[src/rtl/lxcc_pkg.sv]
// ----------------------------------------------------------------------------
// Line XOR checksum checker package
// Shared constants, control types and character helper functions.
// ----------------------------------------------------------------------------
package lxcc_pkg;

    // Default longest line, in bytes, before the overflow flag is set.
    localparam int unsigned LINE_MAX_DEF = 1024;

    // Width of the reported line length.
    localparam int unsigned LEN_W = 11;

    // Characters of interest.
    localparam logic [7:0] CH_AT    = 8'h40;
    localparam logic [7:0] CH_SPACE = 8'h20;
    localparam logic [7:0] CH_TAB   = 8'h09;
    localparam logic [7:0] CH_CR    = 8'h0D;
    localparam logic [7:0] CH_LF    = 8'h0A;
    localparam logic [7:0] CH_0     = 8'h30;
    localparam logic [7:0] CH_9     = 8'h39;
    localparam logic [7:0] CH_LA    = 8'h61;
    localparam logic [7:0] CH_LF_HEX = 8'h66;
    localparam logic [7:0] CH_UA    = 8'h41;
    localparam logic [7:0] CH_UF    = 8'h46;

    // Input item kinds carried in tuser.
    typedef enum logic {
        OP_BYTE = 1'b0,
        OP_END  = 1'b1
    } t_op;

    // Commands from the input stage to the line tracker.
    typedef struct packed {
        logic byte_en;
        logic line_end;
    } t_trk_ctrl;

    // Snapshot of the line as it stood at its last non-whitespace byte.
    typedef struct packed {
        logic [7:0] tail_third;
        logic [7:0] tail_second;
        logic [7:0] tail_last;
        logic [7:0] xor_before_tail;
        logic       overflow;
    } t_snap;

    // Decoded hex digit: a valid flag and the digit value.
    typedef struct packed {
        logic       valid;
        logic [3:0] value;
    } t_hex;

    // True for space, tab, CR and LF.
    function automatic logic is_space(input logic [7:0] c);
        return (c == CH_SPACE) || (c == CH_TAB) || (c == CH_CR) || (c == CH_LF);
    endfunction

    // Decodes one hex digit in either case.
    function automatic t_hex hex_digit(input logic [7:0] c);
        t_hex       h;
        logic [7:0] d;
        h = '0;
        d = '0;
        if (c >= CH_0 && c <= CH_9) begin
            d = c - CH_0;
            h.valid = 1'b1;
        end else if (c >= CH_LA && c <= CH_LF_HEX) begin
            d = c - CH_LA + 8'd10;
            h.valid = 1'b1;
        end else if (c >= CH_UA && c <= CH_UF) begin
            d = c - CH_UA + 8'd10;
            h.valid = 1'b1;
        end
        h.value = d[3:0];
        return h;
    endfunction

endpackage

[src/rtl/lxcc_track.sv]
// ----------------------------------------------------------------------------
// Line tracker
// Keeps the byte count, running XOR, the last three bytes with their prefix
// XORs, and the snapshot taken at each non-whitespace byte.
// ----------------------------------------------------------------------------
module lxcc_track import lxcc_pkg::*; #(
    parameter int unsigned LINE_MAX = LINE_MAX_DEF,
    parameter int unsigned CW       = $clog2(LINE_MAX + 1)
) (
    input  logic          i_clk,
    input  logic          i_rst_n,
    input  t_trk_ctrl     i_ctrl,
    input  logic [7:0]    i_byte,
    output logic [CW-1:0] o_kept_length,
    output t_snap         o_snap
);

    logic [CW-1:0] r_count, n_count;
    logic [7:0]    r_xor, n_xor;
    logic [7:0]    r_rb [3];
    logic [7:0]    n_rb [3];
    logic [7:0]    r_px [3];
    logic [7:0]    n_px [3];
    logic [CW-1:0] r_kept_len, n_kept_len;
    t_snap         r_snap, n_snap;

    // Next state for one line byte or the end of a line.
    always_comb begin
        n_count    = r_count;
        n_xor      = r_xor;
        n_rb       = r_rb;
        n_px       = r_px;
        n_kept_len = r_kept_len;
        n_snap     = r_snap;
        if (i_ctrl.line_end) begin
            n_count    = '0;
            n_xor      = '0;
            n_rb       = '{default: '0};
            n_px       = '{default: '0};
            n_kept_len = '0;
            n_snap     = '0;
        end else if (i_ctrl.byte_en) begin
            if (r_count >= CW'(LINE_MAX)) begin
                // Bytes past the limit are dropped.
                n_snap.overflow = 1'b1;
            end else begin
                n_rb[0] = r_rb[1];
                n_rb[1] = r_rb[2];
                n_rb[2] = i_byte;
                n_px[0] = r_px[1];
                n_px[1] = r_px[2];
                n_px[2] = r_xor;
                n_xor   = r_xor ^ i_byte;
                n_count = r_count + CW'(1);
                if (!is_space(i_byte)) begin
                    n_kept_len             = r_count + CW'(1);
                    n_snap.tail_third      = r_rb[1];
                    n_snap.tail_second     = r_rb[2];
                    n_snap.tail_last       = i_byte;
                    n_snap.xor_before_tail = r_px[1];
                end
            end
        end
    end

    // State registers.
    always_ff @(posedge i_clk) begin
        if (!i_rst_n) begin
            r_count    <= '0;
            r_xor      <= '0;
            r_rb       <= '{default: '0};
            r_px       <= '{default: '0};
            r_kept_len <= '0;
            r_snap     <= '0;
        end else begin
            r_count    <= n_count;
            r_xor      <= n_xor;
            r_rb       <= n_rb;
            r_px       <= n_px;
            r_kept_len <= n_kept_len;
            r_snap     <= n_snap;
        end
    end

    assign o_kept_length = r_kept_len;
    assign o_snap        = r_snap;

endmodule

[config.mk]
export PLATFORM = sky130hd
export DESIGN_NAME = lxcc_track
export DESIGN_NICKNAME = d
export VERILOG_FILES = /design/src/rtl/lxcc_pkg.sv /design/src/rtl/lxcc_track.sv
export SDC_FILE = /design/constraint.sdc
export NUM_CORES = 1
export LEC_CHECK = 0
export ABC_AREA = 1
export ABC_CLOCK_PERIOD_IN_PS = 2800
export BUFFER_PORTS_ARGS = -buffer_cell sky130_fd_sc_hd__buf_4
export CAP_MARGIN = 20
export CORE_ASPECT_RATIO = 1.5
export CORE_MARGIN = 5
export CORE_UTILIZATION = 30
export CTS_BUF_LIST = sky130_fd_sc_hd__clkbuf_8
export DETAILED_ROUTE_END_ITERATION = 10
export PLACE_DENSITY = 0.55
export SYNTH_ARGS = -nofsm -noshare
export SYNTH_HDL_FRONTEND = slang
export SYNTH_SLANG_ARGS = --single-unit
[constraint.sdc]
create_clock -name i_clk -period 2.8 [get_ports i_clk]
set_clock_uncertainty 0.05 [all_clocks]
set_input_delay 0.14 -clock i_clk [delete_from_list [all_inputs] [get_ports i_clk]]
set_output_delay 0.14 -clock i_clk [all_outputs]
set_load 0.03 [all_outputs]
==> qor.txt, run 1 <==
HOLD PATH
-----------------------------------------------------------------------------------------------
Hold Crit Depth                                                                               3
HP Class                                                                           input port to register
Worst min-delay path endpoint                                                           r_rb[2]
Hold_sp                                                                               i_byte[2]

DRT
-----------------------------------------------------------------------------------------------
Post-route DRC violation count                                                                0
Drt initial violations                                                                      168
Total number of vias                                                                       3424
Post-DR vias/cell                                                                          4.63
Pre-antenna DRT Iters                                                                         4
ANT nets after route                                                                          0
Detail-routed net length per standard cell                                              12.5 µm
Final routed wirelength across all metal layers                                         9.24 mm

CRITICAL PATH
-----------------------------------------------------------------------------------------------
Worst Reg-to-Reg Cells                                                                        8
Critical Path AT                                                                        1.90 ns
Critical setup path kind                                                           input port to register
Type of destination of the critical path                                               register
Setup slack of the most critical reg-to-reg path                                        1.11 ns
Critical R2R Capture                                                                 o_snap[16]
Launch instance of the worst register-to-register path                              r_count[10]
CP startpoint kind                                                                   input port
Biggest fanout along the worst timing path                                                   82
Critical path required time                                                             3.01 ns

SYNTHESIS
-----------------------------------------------------------------------------------------------
Most common cell in the synthesized netlist                                             nand2_1
Summed instance area of the synthesized netlist                                     0.00393 mm²
Yosys top cell by area                                                                  dfxtp_1
Synth Warn #                                                                                  0
Dominant cells by area after synthesis                                             dfxtp_1 48%, nand2_1 9.7%, a21oi_1 9.4%
Synthesized instance count                                                                  539
Count of different cell masters after synthesis                                              23
Post-synthesis net count                                                                    553
Sequential share of the synthesized area                                                  48.4%
Mean Syn Cell Area                                                                     7.30 µm²
Commonest cells post-synth                                                         102 x nand2_1, 95 x dfxtp_1, 90 x nor2_1
Most common flop cell mapped by yosys                                                   dfxtp_1
Post-synth top area share                                                                 48.4%
FFs w/ async S/R, synth                                                                      0%
Flops & latches, synth                                                                       95
Number of enable flip-flop cells after synthesis                                              0

FLOORPLANNING
-----------------------------------------------------------------------------------------------
Die Outline Area                                                                     0.0155 mm²
DIE WIDTH                                                                                103 µm
Row cnt                                                                                      51
Die Ht                                                                                   150 µm
Initial standard-cell utilization of the core                                             30.4%
Core Box Area                                                                        0.0130 mm²
Ports placed on the boundary                                                                 56

CLOCKING
-----------------------------------------------------------------------------------------------
CTS tree                                                                                    yes
Clock input transition at the sequential cells of the worst setup and hold paths        0.10 ns
Later-pin clock latency in the skew report                                              0.36 ns
Clock tree root buffer cell                                                            clkbuf_8
TritonCTS buffer count                                                                        9
H-Tree Depth                                                                                  3
Buffers from clock root to sink, at most                                                      2
# clock sinks                                                                                95

RUN STATUS
-----------------------------------------------------------------------------------------------
Result of the run                                                                  finished, final reports clean

PLACED DESIGN
-----------------------------------------------------------------------------------------------
Half-perimeter wire length after detailed placement                                     6.27 mm
GPL Wtd Cong                                                                              0.796
Number of instances in the placed design                                                    723
Number of buffers inserted by port buffering                                                 55

TIMING
-----------------------------------------------------------------------------------------------
Setup total negative slack                                                                 0 ns
Remaining max-slew budget at the tightest pin                                             48.7%
Final hold violation count                                                                    0
Min Tclk post-route                                                                     1.69 ns
Max-slew violation count                                                                      0
Maximum frequency from static timing analysis                                           591 MHz
Unrepaired setup endpoints after global routing                                           false
Endpoints failing setup                                                                       0
Least-Margin Pin Slew                                                                  0.769 ns
Portion of the clock cycle consumed by the worst path in the final layout                 60.4%

GLOBAL ROUTING
-----------------------------------------------------------------------------------------------
Number of antenna violations at the first check in global routing                             0
Largest net degree at the start of global routing                                            85
Grt total ovfl                                                                                0
Via count of the first global-routing pass                                                 3209
Global-route wire length before repair                                                  15.5 mm
Global Route Usage Sum                                                                    12.4%

CELLS AND AREA
-----------------------------------------------------------------------------------------------
Total Nets Final                                                                            590
Area Growth Syn to Fin                                                                    18.4%
Final Instance Count excl. Fillers                                                          740
Antenna cell count                                                                            0
Share of cells above drive strength 1                                                     14.6%

POWER AND IR DROP
-----------------------------------------------------------------------------------------------
Static leakage power                                                                    1.98 nW
Pwr Density                                                                          566 mW/mm²
Total power of the final layout                                                         2.63 mW
Maximum vdd drop                                                                         223 µV

JOB
-----------------------------------------------------------------------------------------------
MaxCap Viol Count                                                                             0

==> routing by layer <==
layer	wire, µm	global-route usage (%)
met5	0	0
met4	153	5.25
met3	465	2.18
met2	4260	19.5
met1	4360	16.5
==> worst max-delay path, stage by stage <==
cell and delay (ns):
dlygate4sd3_1 0.53, buf_4 0.12, nand2_2 0.06, buf_4 0.24
nor2_4 0.16, buf_12 0.29, nand3_1 0.20, nand2_1 0.11
nor2_1 0.05
==> how the worst max path moves through the flow <==
stage           startpoint               end  slack [ns]
5_1_grt         r_count[0]  o_kept_length[8]        0.93
3_3_place_gp     i_byte[5]        o_snap[21]        1.04
4_1_cts        r_count[10]        o_snap[16]        1.06
3_5_place_dp     i_byte[5]        o_snap[18]        1.03
2_1_floorplan   r_count[0]        r_count[8]        1.47
6_report         i_ctrl[1]        o_snap[16]        1.11
==> registers in the layout, indices dropped and copies added (netlist names) <==
register	cells
o_kept_length	11
o_snap	33
r_count	11
r_px	16
r_rb	16
r_xor	8
==> repair_timing <==
| action | CTS | global route |
|---|---|---|
| gates resized for setup | 0 | 0 |
| setup buffers | 0 | 0 |
| hold buffers | 1 | 0 |
| hold endpoints to repair | 1 | 0 |
==> final cells by class <==
class                      count  area, µm²
tap                          159        199
fill                        1389       8300
inverter                      37        139
sequential                    95       1900
multi-input combinational    371       1740
clock buffer                   9        124
timing repair buffer          62        480
clock inverter                 7       71.3
==> cells in the final DEF (no fill, tap or decap), types with 9 or more instances in the layout <==
master and n:
a21oi_1 74, buf_4 60, clkbuf_8 9, dfxtp_1 95
inv_1 34, nand2_1 102, nand3_1 23, nand3b_1 26
nor2_1 89, o21ai_0 35
==> per-stage QoR <==
step	worst slack [ns]	cell area, µm²	hold slack [ns]	util [%]
final	1.11	4660	0.0542	36.0
after global routing	0.925	4660	0.0470	36.0
after CTS	1.06	4660	0.0380	36.0
after detailed placement	1.03	4450	0.365	34.4
after global placement	1.04	4450	0.359	34.4
after floorplan	1.47	3930	0.235	-
==> where the power goes <==
part           leakage (nW)  switching (mW)  internal, mW  total, mW
Combinational          1.11           0.194         0.108      0.302
Clock                0.0974           0.490         0.414      0.904
Sequential            0.775          0.0288          1.40       1.43
==> cell families (layout without fill, tap and decap cells) <==
family                   after synthesis  in the layout  synth area share, %
XOR/XNOR                               1              1                0.223
AO/OA/AOI/OAI                        120            120                 15.7
adder cells (fa/ha/maj)                2              2                0.636
flip-flops                            95             95                 48.4
AND/OR/NAND/NOR                      248            248                 27.4
buffers and inverters                 73            115                 7.67
Note: power is estimated with default switching activity, not from simulation.
==> run 2: changes to the inputs <==
Settings changed: ABC_AREA 1 to 0, ABC_CLOCK_PERIOD_IN_PS 2800 to 1700, PLACE_DENSITY 0.55 to 0.56.
Clock period 2.8 ns to 1.7 ns, I/O delays scaled along.
==> qor.txt, run 2 <==
SYNTHESIS
-----------------------------------------------------------------------------------------------
Sequential share of the synthesized area                                                  51.8%   +3.5 points
Most common flop cell mapped by yosys                                                   dfxtp_1
Post-synth top area share                                                                 51.8%   +3.5 points
Commonest cells post-synth                                                         95 x dfxtp_1, 81 x a21oi_1, 72 x nand2_1
Synth Warn #                                                                                  0   unchanged
Summed instance area of the synthesized netlist                                     0.00367 mm²   -6.7%
FFs w/ async S/R, synth                                                                      0%   unchanged
Count of different cell masters after synthesis                                              33   +43%
Mean Syn Cell Area                                                                     8.44 µm²   +16%
Flops & latches, synth                                                                       95   unchanged
Yosys top cell by area                                                                  dfxtp_1
Synthesized instance count                                                                  435   -19%
Most common cell in the synthesized netlist                                             dfxtp_1
Dominant cells by area after synthesis                                             dfxtp_1 52%, a21oi_1 11%, nand2_1 7.4%
Number of enable flip-flop cells after synthesis                                              0   unchanged
Post-synthesis net count                                                                    449   -19%

TIMING
-----------------------------------------------------------------------------------------------
Setup total negative slack                                                                 0 ns   unchanged
Unrepaired setup endpoints after global routing                                           false
Remaining max-slew budget at the tightest pin                                             72.5%   +24 points
Maximum frequency from static timing analysis                                           613 MHz
Portion of the clock cycle consumed by the worst path in the final layout                 95.9%
Endpoints failing setup                                                                       0   unchanged
Final worst-path setup slack                                                          0.0696 ns   -1.04 ns
Min Tclk post-route                                                                     1.63 ns
Least-Margin Pin Slew                                                                  0.409 ns   -0.360 ns
Max-slew violation count                                                                      0   unchanged
Final hold violation count                                                                    0   unchanged

CELLS AND AREA
-----------------------------------------------------------------------------------------------
Post-layout utilization of the core                                                       38.8%   +2.8 points
Share of cells above drive strength 1                                                     19.9%   +5.3 points
Highest-count cells in the layout ignoring fill and taps                           95 x dfxtp_1, 81 x a21oi_1, 72 x nand2_1, 69 x buf_4, 37 x nand3_1
Final Instance Count excl. Fillers                                                          650   -12%
Most common cell after layout, fill and taps aside                                      dfxtp_1
Total Nets Final                                                                            506   -14%
Area Growth Syn to Fin                                                                    27.0%
Number of flip-flops under the largest register name                                         33   unchanged
Antenna cell count                                                                            0   unchanged

JOB
-----------------------------------------------------------------------------------------------
MaxCap Viol Count                                                                             0   unchanged

CRITICAL PATH
-----------------------------------------------------------------------------------------------
Critical Path AT                                                                        1.82 ns   -0.08 ns
Launch instance of the worst register-to-register path                               r_count[1]
Biggest fanout along the worst timing path                                                   18   -78%
Critical R2R Capture                                                                 r_count[4]
CP Launch Point                                                                       i_byte[1]
Worst Reg-to-Reg Cells                                                                        5   -3
CP startpoint kind                                                                   input port
Type of destination of the critical path                                               register
Setup slack of the most critical reg-to-reg path                                        0.21 ns   -0.90 ns
Critical setup path kind                                                           input port to register
Critical path required time                                                             1.89 ns   -1.12 ns
Crit path capture                                                                  o_kept_length[5]

CLOCKING
-----------------------------------------------------------------------------------------------
Clock tree root buffer cell                                                            clkbuf_8
Later-pin clock latency in the skew report                                              0.36 ns   about the same
# clock sinks                                                                                95   unchanged
H-Tree Depth                                                                                  3   unchanged
CTS tree                                                                                    yes
TritonCTS buffer count                                                                        9   unchanged
Buffers from clock root to sink, at most                                                      2   unchanged
Clock input transition at the sequential cells of the worst setup and hold paths        0.09 ns   about the same

DRT
-----------------------------------------------------------------------------------------------
Detail-routed net length per standard cell                                              14.1 µm   +13%
ANT nets after route                                                                          0   unchanged
Post-DR vias/cell                                                                          4.80   +3.8%
Total number of vias                                                                       3121   -8.8%
Drt initial violations                                                                      197   +17%
Final routed wirelength across all metal layers                                         9.16 mm   -0.88%
Pre-antenna DRT Iters                                                                         4   unchanged
Post-route DRC violation count                                                                0   unchanged

GLOBAL ROUTING
-----------------------------------------------------------------------------------------------
Busiest grt layer                                                                          met2
Grt total ovfl                                                                                0   unchanged
Number of antenna violations at the first check in global routing                             0   unchanged
Largest net degree at the start of global routing                                            66   -22%
Met1 global-route usage                                                                   15.3%   -1.2 points
Routing usage on met3                                                                     2.88%   +0.70 points
Via count of the first global-routing pass                                                 3111   -3.1%
Global Route Usage Sum                                                                    12.7%   +0.31 points
Global Route met2 Usage                                                                   21.3%   +1.8 points
Global-route wire length before repair                                                  15.0 mm   -3.2%

POWER AND IR DROP
-----------------------------------------------------------------------------------------------
Static leakage power                                                                    1.67 nW   -16%
Pwr Density                                                                          917 mW/mm²   +62%
Maximum vdd drop                                                                         446 µV   +100%
Total power of the final layout                                                         4.27 mW   +62%

HOLD PATH
-----------------------------------------------------------------------------------------------
HP Class                                                                           input port to register
Hold Crit Depth                                                                               3   unchanged

FLOORPLANNING
-----------------------------------------------------------------------------------------------
Ports placed on the boundary                                                                 56   unchanged
Die Outline Area                                                                     0.0146 mm²   -6.1%
Initial standard-cell utilization of the core                                             30.5%   +0.18 points
Core Box Area                                                                        0.0120 mm²   -7.2%
Row cnt                                                                                      49   -3.9%
DIE WIDTH                                                                                100 µm   -3.1%
Die Ht                                                                                   145 µm   -3.2%

RUN STATUS
-----------------------------------------------------------------------------------------------
Result of the run                                                                  finished, final reports clean

PLACED DESIGN
-----------------------------------------------------------------------------------------------
Number of instances in the placed design                                                    624   -14%
Number of buffers inserted by port buffering                                                 55   unchanged
GPL Wtd Cong                                                                              0.762   -4.3%
Half-perimeter wire length after detailed placement                                     6.23 mm   -0.63%
DP Worst Slack                                                                         0.181 ns   -0.848 ns

==> run 2: changes by cell type after synthesis, sizes merged, moves of 6 or more <==
cell    change
nor2       -72
xnor2       +6
inv        -33
a21oi       +7
xor2       +15
nand3      +13
nand2      -31
nand3b     -26
a211oi      +8
==> run 2: worst min-delay path by stage <==
stage / start / endpoint / slack (ns)
floorplan: i_ctrl[1] / r_count[10] / 0.17
finish: i_byte[4] / r_rb[4] / 0.05
detailed placement: i_ctrl[1] / r_count[10] / 0.30
CTS: i_byte[7] / o_snap[16] / 0.02
global placement: i_ctrl[1] / o_snap[0] / 0.30
global route: i_byte[6] / r_rb[6] / 0.04
==> run 2: logic make-up (layout without fill, tap and decap cells) <==
kind of cell               after synthesis  count (layout)  synth area share (%)
and+or+nand+nor                        147             147                  18.2
AOI/OAI and AO/OA                      130             130                  19.0
DFF                                     95              95                  51.8
buffers and inverters                   39             101                  5.08
xor gates and xnor gates                22              22                  5.25
adders and majority gates                2               2                 0.682
==> run 2: layout make-up <==
type,count,area [µm²]
fillers,1263,7350
flip-flops and latches,95,1900
multi-input cells,301,1620
repair buffers,81,703
well taps,153,191
clock buffers,11,151
clock inverters,5,78.8
inverters,4,15.0
==> run 2: timing repair <==
item,4_1_cts,5_1_grt
resized for setup,0,4
setup endpoints to repair,0,8
hold buffers,6,0
buffers inserted,0,3
hold endpoints to repair,10,0
==> run 2: routing by layer <==
layer / share of wire, % / vias up
met4: 2.1 / 0
met1: 43 / 1465
met5: 0 / -
li1: - / 1594
met2: 50 / 48
met3: 4.1 / 14
==> run 2: metrics by stage <==
stage                     hold WS (ns)  area [µm²]
after floorplan                  0.175        3670
after global placement           0.302        4280
after detailed placement         0.303        4280
after CTS                       0.0237        4570
after global routing            0.0404        4660
final                           0.0469        4660
==> run 2: critical path: stages <==
cell	delay (ns)
dlygate4sd3_1	0.54
buf_4	0.17
and3b_1	0.22
o211a_2	0.32
buf_12	0.16
nor2_4	0.20
a211oi_1	0.10
==> run 2: report_power, final <==
| group | internal (mW) | switching [mW] |
|---|---|---|
| registers | 2.26 | 0.0204 |
| logic | 0.116 | 0.207 |
| clock network | 0.909 | 0.765 |
